`src/hdl/assert_macros.svh`:
```
// Assertion macros used by max_alternating_square.
`ifndef ASSERT_MACROS_SVH
`define ASSERT_MACROS_SVH

// Property checked on every rising clock edge outside reset.
`define MAS_ASSERT(lbl, prop, msg) \
  lbl: assert property (@(posedge clk_i) disable iff (!rst_ni) (prop)) else $error(msg);

// Condition that must never hold outside reset.
`define MAS_NEVER(lbl, cond, msg) \
  lbl: assert property (@(posedge clk_i) disable iff (!rst_ni) !(cond)) else $error(msg);

`endif

```
`src/hdl/mas_pkg.sv`:
```
package mas_pkg;

  localparam int unsigned MaxCols = 2048;
  localparam int unsigned MaxRows = 2048;

  localparam int unsigned ColW   = $clog2(MaxCols);
  localparam int unsigned RowW   = $clog2(MaxRows);
  localparam int unsigned CntW   = 12;
  localparam int unsigned SideW  = 12;
  localparam int unsigned AreaW  = 23;
  localparam int unsigned InDataW  = 8;
  localparam int unsigned OutDataW = ((AreaW + SideW + 7) / 8) * 8;

  localparam logic [SideW-1:0] SideMax = {SideW{1'b1}};
  localparam logic [CntW-1:0]  ColMax  = CntW'(MaxCols);
  localparam logic [CntW-1:0]  RowMax  = CntW'(MaxRows);

  typedef enum logic [0:0] {
    REG_ROW_COUNT = 1'b0,
    REG_COL_COUNT = 1'b1
  } cfg_reg_e;

  // One column entry of the line store.
  typedef struct packed {
    logic             value;
    logic [SideW-1:0] vrun;
    logic [SideW-1:0] side;
  } line_t;

  // Position of a cell within the grid.
  typedef struct packed {
    logic first_row;
    logic first_col;
    logic last_col;
    logic last_row;
  } pos_flags_t;

  // Running state of the current row.
  typedef struct packed {
    logic             left_value;
    logic             left_vgt;
    logic [SideW-1:0] hrun;
    logic [SideW-1:0] diag;
  } row_state_t;

  function automatic logic [SideW-1:0] inc_sat(input logic [SideW-1:0] v);
    inc_sat = (v == SideMax) ? SideMax : v + SideW'(1);
  endfunction

  function automatic logic [CntW-1:0] clamp_count(input logic [CntW-1:0] v,
                                                  input logic [CntW-1:0] maxv);
    if (v == '0) begin
      clamp_count = CntW'(1);
    end else if (v > maxv) begin
      clamp_count = maxv;
    end else begin
      clamp_count = v;
    end
  endfunction

endpackage

```
`src/hdl/mas_cell_core.sv`:
```
module mas_cell_core (
  input  logic                        cell_i,
  input  mas_pkg::pos_flags_t         flags_i,
  input  mas_pkg::line_t              above_i,
  input  mas_pkg::row_state_t         row_i,
  output mas_pkg::line_t              line_o,
  output logic [mas_pkg::SideW-1:0]   hrun_o
);

  logic [mas_pkg::SideW-1:0] h;
  logic [mas_pkg::SideW-1:0] vr;
  logic [mas_pkg::SideW-1:0] dg;
  logic [mas_pkg::SideW-1:0] m;
  logic [mas_pkg::SideW-1:0] side;

  always_comb begin
    if (flags_i.first_col || (cell_i == row_i.left_value)) begin
      h = mas_pkg::SideW'(1);
    end else begin
      h = mas_pkg::inc_sat(row_i.hrun);
    end

    if (flags_i.first_row || (cell_i == above_i.value)) begin
      vr = mas_pkg::SideW'(1);
    end else begin
      vr = mas_pkg::inc_sat(above_i.vrun);
    end

    dg = mas_pkg::inc_sat(row_i.diag);
    m  = (dg < h) ? dg : h;
    m  = (m < vr) ? m : vr;

    // The upper-left cell matches this one exactly when the left cell
    // differs from the cell above it.
    if (flags_i.first_row || flags_i.first_col) begin
      side = mas_pkg::SideW'(1);
    end else if ((cell_i != row_i.left_value) && (cell_i != above_i.value) &&
                 row_i.left_vgt) begin
      side = m;
    end else begin
      side = mas_pkg::SideW'(1);
    end
  end

  assign line_o.value = cell_i;
  assign line_o.vrun  = vr;
  assign line_o.side  = side;
  assign hrun_o       = h;

endmodule

```
`config.mk`:
```
export PLATFORM = sky130hd
export DESIGN_NAME = mas_cell_core
export DESIGN_NICKNAME = d
export VERILOG_FILES = /design/src/hdl/assert_macros.svh /design/src/hdl/mas_pkg.sv /design/src/hdl/mas_cell_core.sv
export SDC_FILE = /design/constraint.sdc
export NUM_CORES = 1
export LEC_CHECK = 0
export ABC_AREA = 1
export BUFFER_PORTS_ARGS = -buffer_cell sky130_fd_sc_hd__buf_2
export CAP_MARGIN = 20
export CORE_ASPECT_RATIO = 1.2
export CORE_MARGIN = 8
export CORE_UTILIZATION = 50
export DETAILED_ROUTE_END_ITERATION = 12
export PLACE_DENSITY = 0.86
export SLEW_MARGIN = 20
export SYNTH_ARGS = -nofsm -noshare
export SYNTH_HDL_FRONTEND = slang
export SYNTH_SLANG_ARGS = --single-unit
```
`constraint.sdc`:
```
create_clock -name vclk -period 6.1
set_input_delay 0.61 -clock vclk [all_inputs]
set_output_delay 0.61 -clock vclk [all_outputs]
set_load 0.01 [all_outputs]
```
==> impl_summary.md, run 1 <==
Floorplan
From left edge to right edge, the die measures 72.5 um. The vertical die dimension is about 84 um. The core region is 3660 um2.

For this configuration, the core starts out at a cell density of 0.523. The cell row count is 24. The number of top-level pins is slightly above 90. The area of the die is 6080 um2.

STA
Dividing the final minimum period by the clock period gives 0.930. Setup repair after global routing left no endpoint under its margin. The clock period minus final worst setup slack is between 5 and 6 ns. Setup violations remaining at the end of the flow were counted as 0. The transition at the pin with the smallest max-transition slack is between 0.7 and 0.8 ns.

Timing would allow up to around 180 MHz. The max-slew violation count is 0. The worst pin sits at a relative slew slack of 0.480. The hold violation count in the final report was 0.

The setup slack after layout is 0.427 ns.

Drt
The total number of vias is between 2000 and 3000. The number of vias per cell after detailed routing is 5.01. The residual antenna-violating net count after detailed routing is 0. The total wire length after detailed routing is a little under 6 mm.

Dividing the detail-routed wire length by the instance count gives 11.6 um. The number of detailed-routing iterations run before antenna repair is 4. The DRC violations left is 0. The number of violations reported at the end of detailed-routing iteration 0 is 127.

Layout
The final antenna diode count is 0. The top cell types in the final layout, fill and taps aside, are 101 x sky130_fd_sc_hd__nand2_1, 79 x sky130_fd_sc_hd__buf_2, 64 x sky130_fd_sc_hd__inv_1, 49 x sky130_fd_sc_hd__nor2_1, 26 x sky130_fd_sc_hd__nand3_1. The layout overhead on the synthesized area is 26.1%. There are 0 flip-flops and latches. The core utilization of the finished layout is 0.659. The layout cell share with drive strength beyond 1 is 0.246. Counting the fill cells in the layout gives 362. The library cell used most frequently in the layout, excluding fill and tap cells, is sky130_fd_sc_hd__nand2_1. Registers take 0 um2. In the final layout, the multi-input gates occupy 1650 um2. The final layout contains about 530 nets.

The clock buffer instance count of the final layout is 0.

CTS
Post-CTS timing repair inserted 0 buffers for setup. The total of hold buffers inserted after clock tree synthesis is 0.

Global route
Entering global routing, the biggest net connects 24 pins. For this run, the total global-route usage over all layers was measured as 0.178. The number of antenna violations at the first check in global routing was 0.

The first global-routing pass estimated 9.65 mm of wire. The total congestion overflow after global routing is 0. The via count of the first global-routing pass is 2423.

Power and ir drop
VDD sags by at most 0.0398 mV. Summed over all cells, the static leakage comes to around 1.4 nW. In this run the power density over the cells is around 86 nW/um2.

Yosys
In the synthesized netlist, the number of instances is around 370. The total nets after synthesis is 449. The sequential share of the synthesized area is 0. The count of yosys warnings during synthesis is 0. Counting distinct cell types in the post-synthesis netlist gives 32.

Summing every instance area after synthesis gives 1920 um2. Dividing the synthesized area by the synthesized cell count gives 5.19 um2.

Min path
The beginning of the worst hold path is cell_i. Along the worst hold path, the cell count comes to 2. The classification of the worst-slack hold path is input port to output pin.

The path with the worst hold slack has its endpoint at line_o[24].

Placement
At the placement stage, the worst setup path has a slack of -0.0452 ns. The global placer's final weighted congestion is between 0.8 and 0.9. The HPWL after detailed placement is roughly 5 mm. The number of port buffers is 79.

Status
The run finished with clean final reports.

Critical path
The worst path required time is 5.49 ns. The most numerous cell type found on the critical path is sky130_fd_sc_hd__nand2_1. The worst setup path is captured at an output pin. Data arrives at the worst endpoint at 5.06 ns. The worst setup path is of the input port to output pin kind.

The largest individual stage delay along the critical path comes from the cell sky130_fd_sc_hd__ha_1. The maximum fanout count along the critical path is 23. The delay of the slowest cell on the worst path is approximately 0.32 ns. The worst setup path is launched from an input port.

Flow run
The max-cap check violation count is 0.
## per-stage QoR
step / setup TNS (ns) / area (um2) / hold slack, ns / std cells / total power [mW]
2_1_floorplan: 0 / 1920 / 1.31 / 369 / 0.146
3_3_place_gp: 0 / 2360 / 1.48 / 497 / 0.190
3_5_place_dp: -0.0887 / 2360 / 1.48 / 497 / 0.196
4_1_cts: 0 / 2370 / 1.48 / 497 / 0.199
5_1_grt: 0 / 2410 / 1.50 / 499 / 0.241
6_report: 0 / 2410 / 1.48 / 499 / 0.208
## critical path, delay by kind of cell
family | cells | cell delay [ns]
AO/OA/AOI/OAI | 4 | 0.67
XOR/XNOR | 1 | 0.14
buffers and inverters | 5 | 0.75
AND/OR/NAND/NOR | 18 | 2.16
adder cells (fa/ha/maj) | 3 | 0.72
## how the worst max path moves through the flow
stage	end	from	slack, ns	cells past startpoint
floorplan	line_o[9]	row_i[12]	0.69	26
global placement	line_o[11]	row_i[12]	0.18	24
detailed placement	line_o[11]	row_i[12]	-0.05	24
CTS	line_o[11]	row_i[12]	0.05	28
global route	line_o[4]	row_i[12]	0.0003	31
finish	line_o[11]	row_i[12]	0.43	31
## cells by family after synthesis
| logic type | Yosys count | synth area share |
|---|---|---|
| buffers and inverters | 74 | 0.156 |
| adders and majority gates | 24 | 0.157 |
| and+or+nand+nor | 207 | 0.483 |
| xor gates and xnor gates | 12 | 0.0549 |
| AOI/OAI and AO/OA | 52 | 0.149 |
## layer usage
layer	global-route usage	share of wire	up-vias
met5	0	0	-
met4	0.00912	0.0026	0
met3	0.0300	0.071	2
met2	0.350	0.50	71
met1	0.195	0.43	1091
li1	-	-	1338
## Yosys cell counts (all sizes together), types with 3 or more instances
cell type	instances	area, um2
a21o	3	22.5
a21oi	14	70.1
a31oi	3	18.8
buf	4	35.0
clkbuf	3	11.3
ha	24	300
inv	66	248
nand2	106	410
nand3	30	178
nand4	3	18.8
nor2	56	248
nor3	5	25.0
o21ai	28	140
xor2	11	96.3
## final cells by class
class / count / area share
Multi-Input combinational cell: 295 / 0.684
Timing Repair Buffer: 83 / 0.176
Inverter: 67 / 0.106
Tap cell: 52 / 0.0269
Timing Repair inverter: 2 / 0.00622
## power breakdown
part           leakage (nW)  switching (mW)  internal [mW]
Clock                     0               0              0
Sequential                0               0              0
Combinational          1.45           0.130         0.0784
Total                  1.45           0.130         0.0784
## repair_timing
item,4_1_cts,5_1_grt
resized for setup,2,13
setup endpoints to repair,11,12
cloned,0,2
(Power assumes the default switching activity.)
==> run 2, diff against run 1 <==
- MAX_ROUTING_LAYER: not set -> met4
==> run 2 against run 1 <==
Non-clock buffer count did not move. Sequential cell count unchanged. First-iteration DRC count rose by 1.6%. Final cell count unchanged. Die area unchanged. Combinational power hardly changed. Worst setup slack better by 0.017 ns. Design area stayed put. Routed wire length decreased by 0.36%. Worst hold slack unchanged. Via count about the same. Sequential share of layout area unchanged.
==> impl_summary.md, run 2 (synthesized netlist as in run 1, its figures left out) <==
Global route
The via count of the first global-routing pass is 2423 (unchanged). The total congestion overflow after global routing is 0 (unchanged). The maximum number of pins on one net before global-route repair is 24 (unchanged). The number of antenna violations at the first check in global routing is 0 (unchanged). The global-route wire length before repair is 9.65 mm (unchanged).

The global routing usage summed across all routing layers is 0.183 (+0.00472).

Critical path
The arrival time at the worst endpoint is 5.05 ns (about the same). STA classifies the critical path endpoint as an output pin. The maximum fanout count along the critical path is 23 (unchanged). Tracing the worst setup path back leads to its startpoint at row_i[12]. The master of the slowest instance on the critical path is sky130_fd_sc_hd__ha_1. The delay of the slowest cell on the worst path is 0.32 ns (about the same). The worst setup path is launched from an input port.

The worst setup path category is input port to output pin. The cell repeated most along the worst path is sky130_fd_sc_hd__nand2_1. The worst path required time came to 5.49 ns (about the same).

Layout
The finished layout cell area was 2410 um2 (unchanged). The layout cell share with drive strength beyond 1 is 0.246 (unchanged). The final antenna diode count is 0 (unchanged). Leaving out fill and tap cells, the most frequent cells in the layout are 101 x sky130_fd_sc_hd__nand2_1, 79 x sky130_fd_sc_hd__buf_2, 64 x sky130_fd_sc_hd__inv_1, 49 x sky130_fd_sc_hd__nor2_1, 26 x sky130_fd_sc_hd__nand3_1. Leaving out fill and tap cells, the most frequent cell in the layout is sky130_fd_sc_hd__nand2_1. The flip-flop and latch count was 0 (unchanged).

The area occupied by registers is 0 um2 (unchanged). The clock buffer instance count of the final layout is 0 (unchanged). The layout overhead on the synthesized area was 26.1% (unchanged). The filler cell count in the final layout is 362 (unchanged).

The number of nets in the layout is 529 (unchanged).

STA
The max-slew violation count came to 0 (unchanged). The clock period minus final worst setup slack was 5.66 ns (-0.0175 ns). The worst max-slew margin expressed relative to the limit is 0.480 (about the same). The total of endpoints with negative setup slack in the final report is 0 (unchanged). The hold violation count in the final report was 0 (unchanged). The setup slack after layout is 0.445 ns (+0.0175 ns).

The period utilization was 0.927 (-0.00286). The timing-limited maximum frequency is 177 MHz (+0.31%). The transition at the pin with the smallest max-transition slack is 0.774 ns (+0.000439 ns). Setup repair after global routing left no endpoint under its margin.

Drt
The met1 routed wirelength after detailed routing is 2.48 mm (+0.77%). The wire length on met2 is 2.87 mm (-0.42%). The routed length on met3 came to 382 um (-6.8%). The top layer reached by signal wires is met4. The number of violations reported at the end of detailed-routing iteration 0 came to 129 (+1.6%). The total number of vias is 2503 (+0.040%). The number of vias per cell after detailed routing is 5.02 (about the same). The total wire length after detailed routing is 5.75 mm (-0.36%). The DRC violations left is 0 (unchanged). The average wire per standard cell is 11.5 um (-0.36%). The residual antenna-violating net count after detailed routing is 0 (unchanged). The number of detailed-routing iterations run before antenna repair is 4 (unchanged).

Min path
The endpoint of the worst hold path is line_o[24]. The beginning of the worst hold path is cell_i. The classification of the worst-slack hold path is input port to output pin. The cell count of the worst hold path came to 2 (unchanged).

CTS
The post-CTS setup buffer count is 0 (unchanged).

Status
The run finished with clean final reports.

Floorplan
The horizontal die dimension is 72.5 um (unchanged). The cell row count is 24 (unchanged). The initial standard-cell utilization of the core is 0.523 (unchanged). The number of top-level pins is 93 (unchanged).

The core area is 3660 um2 (unchanged). The area of the die was 6080 um2 (unchanged). The vertical die dimension is 83.8 um (unchanged).

Power and ir drop
The power per standard cell area came to 86.1 nW/um2 (-0.16%). The static leakage is 1.45 nW (unchanged). The highest ir drop seen on vdd came to 0.0398 mV (about the same).

Placement
The worst setup timing slack at the placement stage is -0.0452 ns (unchanged). The global placer's final weighted congestion is 0.843 (+1.5%). The half-perimeter wire length of the detailed placement result is 4.99 mm (unchanged). The number of port buffers is 79 (unchanged). The cell area after placement was 2360 um2 (unchanged).

Flow run
The max-cap check violation count is 0 (unchanged).
run 2: cell counts in the layout (fill, tap and decap cells not counted):
No cell type changed its count.
run 2: cell type report:
cell class | instances | area [um2] | share of cell area
Timing Repair inverter | 2 | 15.0 | 0.00622
Multi-Input combinational cell | 295 | 1650 | 0.684
Tap cell | 52 | 65.1 | 0.0269
Inverter | 67 | 256 | 0.106
Timing Repair Buffer | 83 | 425 | 0.176
run 2: critical path, delay by kind of cell:
kind | cells | cell delay (ns)
and+or+nand+nor | 18 | 2.15
buffers and inverters | 5 | 0.75
adders and majority gates | 3 | 0.72
AOI/OAI and AO/OA | 4 | 0.67
xor gates and xnor gates | 1 | 0.14
run 2: per-layer routing:
layer,vias to the layer above,track usage
li1,1335,-
met1,1094,0.199
met2,72,0.350
met3,2,0.0240
met4,0,0.00912
met5,-,-
run 2: worst max-delay path by stage:
stage,to,cells after the start
floorplan,line_o[9],26
global placement,line_o[11],24
detailed placement,line_o[11],24
CTS,line_o[11],28
global route,line_o[4],31
finish,line_o[11],31
run 2: timing repair:
item                       CTS  global route
cloned                       0             2
setup endpoints to repair   11            12
gates resized for setup      2            13
hold buffers                 0             0
run 2: power breakdown:
part	total [mW]	internal (mW)	switching, mW	leakage [nW]
sequential	0	0	0	0
combinational	0.208	0.0784	0.129	1.45
clock	0	0	0	0
run 2: through the flow:
step	hold WS [ns]	instances	TNS, ns	power [mW]	util
2_1_floorplan	1.31	369	0	0.146	-
3_3_place_gp	1.48	497	0	0.190	0.644
3_5_place_dp	1.48	497	-0.0887	0.196	0.644
4_1_cts	1.48	497	0	0.199	0.647
5_1_grt	1.50	499	0	0.241	0.659
6_report	1.48	499	0	0.208	0.659
==> run 3, diff against run 2 <==
- clock period: 6.1 -> 5.4 ns (I/O delays scaled with it)
==> run 3 against run 2 <==
The flow now finishes with violations (setup timing). Total power up 62%. Design area up 24%. Die area unchanged. Critical path type unchanged. Global-route usage up 0.96 points. Routed wire length up 45%. Combinational power up 62%. Critical endpoint is now line_o[2]. Largest power group unchanged. Critical path depth down 2.
==> impl_summary.md, run 3 (synthesized netlist as in run 1, its figures left out) <==
Critical path
The sum of buffers and inverters on the critical path is 8 (+3). The arrival time at the worst endpoint is 5.15 ns (+0.10 ns). The maximum fanout count along the critical path is 7 (-70%). The worst setup path category is input port to output pin. The delay of the slowest cell on the worst path is 0.36 ns (+0.04 ns).

The kind of cell adding the most delay to the critical path is simple AND/OR/NAND/NOR gates. The critical path endpoint category is an output pin. In this design, the critical path's most frequently occurring cell is sky130_fd_sc_hd__nand2_1. The kind of start point of the critical path is an input port. The worst path required time was 4.86 ns (-0.63 ns). The master of the slowest instance on the critical path is sky130_fd_sc_hd__a2111oi_4.

Global route
The number of antenna violations at the first check in global routing is 0 (unchanged). The via count of the first global-routing pass came to 2493 (+2.9%). The global-route wire length before repair was 10.0 mm (+3.6%). The total congestion overflow after global routing is 0 (unchanged). The global routing usage summed across all routing layers came to 0.192 (+0.00958). The maximum number of pins on one net before global-route repair is 16 (-33%).

Min path
The classification of the worst-slack hold path is input port to output pin.

Layout
The final antenna diode count is 0 (unchanged). The core utilization of the finished layout is 0.819 (+0.160). The library cells used most frequently in the layout, excluding fill and tap cells, are 96 x sky130_fd_sc_hd__nand2_1, 76 x sky130_fd_sc_hd__buf_2, 59 x sky130_fd_sc_hd__inv_1, 43 x sky130_fd_sc_hd__nor2_1, 43 x sky130_fd_sc_hd__buf_4. The flip-flop and latch count is 0 (unchanged).

Leaving out fill and tap cells, the most frequent cell in the layout is sky130_fd_sc_hd__nand2_1. The area occupied by registers is 0 um2 (unchanged). The layout cell share with drive strength beyond 1 is 0.386 (+0.140). The number of nets in the layout is 572 (+8.1%). The area growth from synthesis to layout is 56.6%. The clock buffer instance count of the final layout is 0 (unchanged).

Drt
The total wire length after detailed routing is 8.34 mm (+45%). The DRC violations left came to 0 (unchanged). The number of vias per cell after detailed routing is 5.60 (+12%). The residual antenna-violating net count after detailed routing came to 0 (unchanged). The met1 routed wirelength after detailed routing was 2.90 mm (+17%).

The number of detailed-routing iterations run before antenna repair is 5 (+1). Routed signal wires occupy layers up through met4. The number of violations reported at the end of detailed-routing iteration 0 is 207 (+60%). The wire length on met2 came to 4.15 mm (+45%). The routed length on met3 was 765 um (+100%). The total number of vias is 3036 (+21%). The average wire per standard cell is 15.4 um (+33%).

STA
The period utilization is 1.05. The routed design could run at a clock period as short as 5.69 ns. The hold violation count in the final report came to 0 (unchanged).

The setup slack after layout is -0.292 ns (-0.736 ns). The total of endpoints with negative setup slack in the final report came to 12 (+12). The worst max-slew margin expressed relative to the limit is 0.403 (-0.0771). The max-slew violation count is 0 (unchanged). The timing-limited maximum frequency is 176 MHz. The transition at the pin with the smallest max-transition slack is 0.888 ns (+0.113 ns). Setup repair after global routing could not meet its margin everywhere.

Floorplan
The core area is 3660 um2 (unchanged). The vertical die dimension came to 83.8 um (unchanged). The horizontal die dimension is 72.5 um (unchanged).

The area of the die is 6080 um2 (unchanged). The initial standard-cell utilization of the core is 0.523 (unchanged). The number of top-level pins is 93 (unchanged). The cell row count is 24 (unchanged).

Power and ir drop
The highest ir drop seen on vdd came to 0.0569 mV (+43%). The power per standard cell area is 112 nW/um2 (+30%). The total power consumption of the routed design came to 0.336 mW (+62%). The static leakage is 1.73 nW (+19%).

Flow run
The max-cap check violation count was 0 (unchanged).

Status
The final reports fail on setup timing. The flow ran to the end, but the final reports show violations.

Placement
The global placer's final weighted congestion is 0.888 (+5.3%). The number of port buffers is 79 (unchanged). The half-perimeter wire length of the detailed placement result is 5.34 mm (+7.1%).

CTS
The total of hold buffers inserted after clock tree synthesis is 0 (unchanged).
run 3: cell count changes in the layout (fill, tap and decap cells not counted), moves of 6 or more:
cell	delta
sky130_fd_sc_hd__buf_4	+39
sky130_fd_sc_hd__buf_6	+7
sky130_fd_sc_hd__nor2_1	-6
sky130_fd_sc_hd__o21ai_0	-8
sky130_fd_sc_hd__o21ai_2	+6
run 3: worst paths after layout:
check	startpoint	to	cells past startpoint
worst max-delay path	row_i[0]	line_o[2]	29
worst min-delay path	cell_i	line_o[24]	2
run 3: where the power goes:
part	switching (mW)	total (mW)	internal, mW
combinational	0.193	0.336	0.143
clock	0	0	0
sequential	0	0	0
total	0.193	0.336	0.143
run 3: through the flow:
step	cells	worst slack [ns]	setup TNS [ns]	hold slack [ns]	area, um2
floorplan	369	0.129	0	1.17	1920
global placement	523	-0.0396	-0.297	1.34	2550
global route	542	-0.465	-5.15	1.37	3000
CTS	524	0.000791	0	1.34	2580
detailed placement	523	-0.209	-2.20	1.34	2550
finish	542	-0.292	-2.94	1.34	3000
run 3: per-layer routing:
layer / vias up / GRT usage
li1: 1421 / -
met2: 219 / 0.380
met1: 1336 / 0.201
met3: 60 / 0.0228
met4: 0 / 0.00912
met5: - / -
run 3: repair_timing:
item,in CTS,in global routing
endpoints found under the setup margin,12,12
gates resized for setup,10,72
gates cloned,0,1
pin swaps,0,28
buffers inserted,1,17
run 3: layout make-up:
| class | instances | area [um2] |
|---|---|---|
| Timing Repair inverter | 1 | 7.51 |
| Inverter | 67 | 256 |
| Tap cell | 52 | 65.1 |
| Fill cell | 252 | 663 |
| Multi-Input combinational cell | 295 | 1870 |
| Timing Repair Buffer | 127 | 802 |
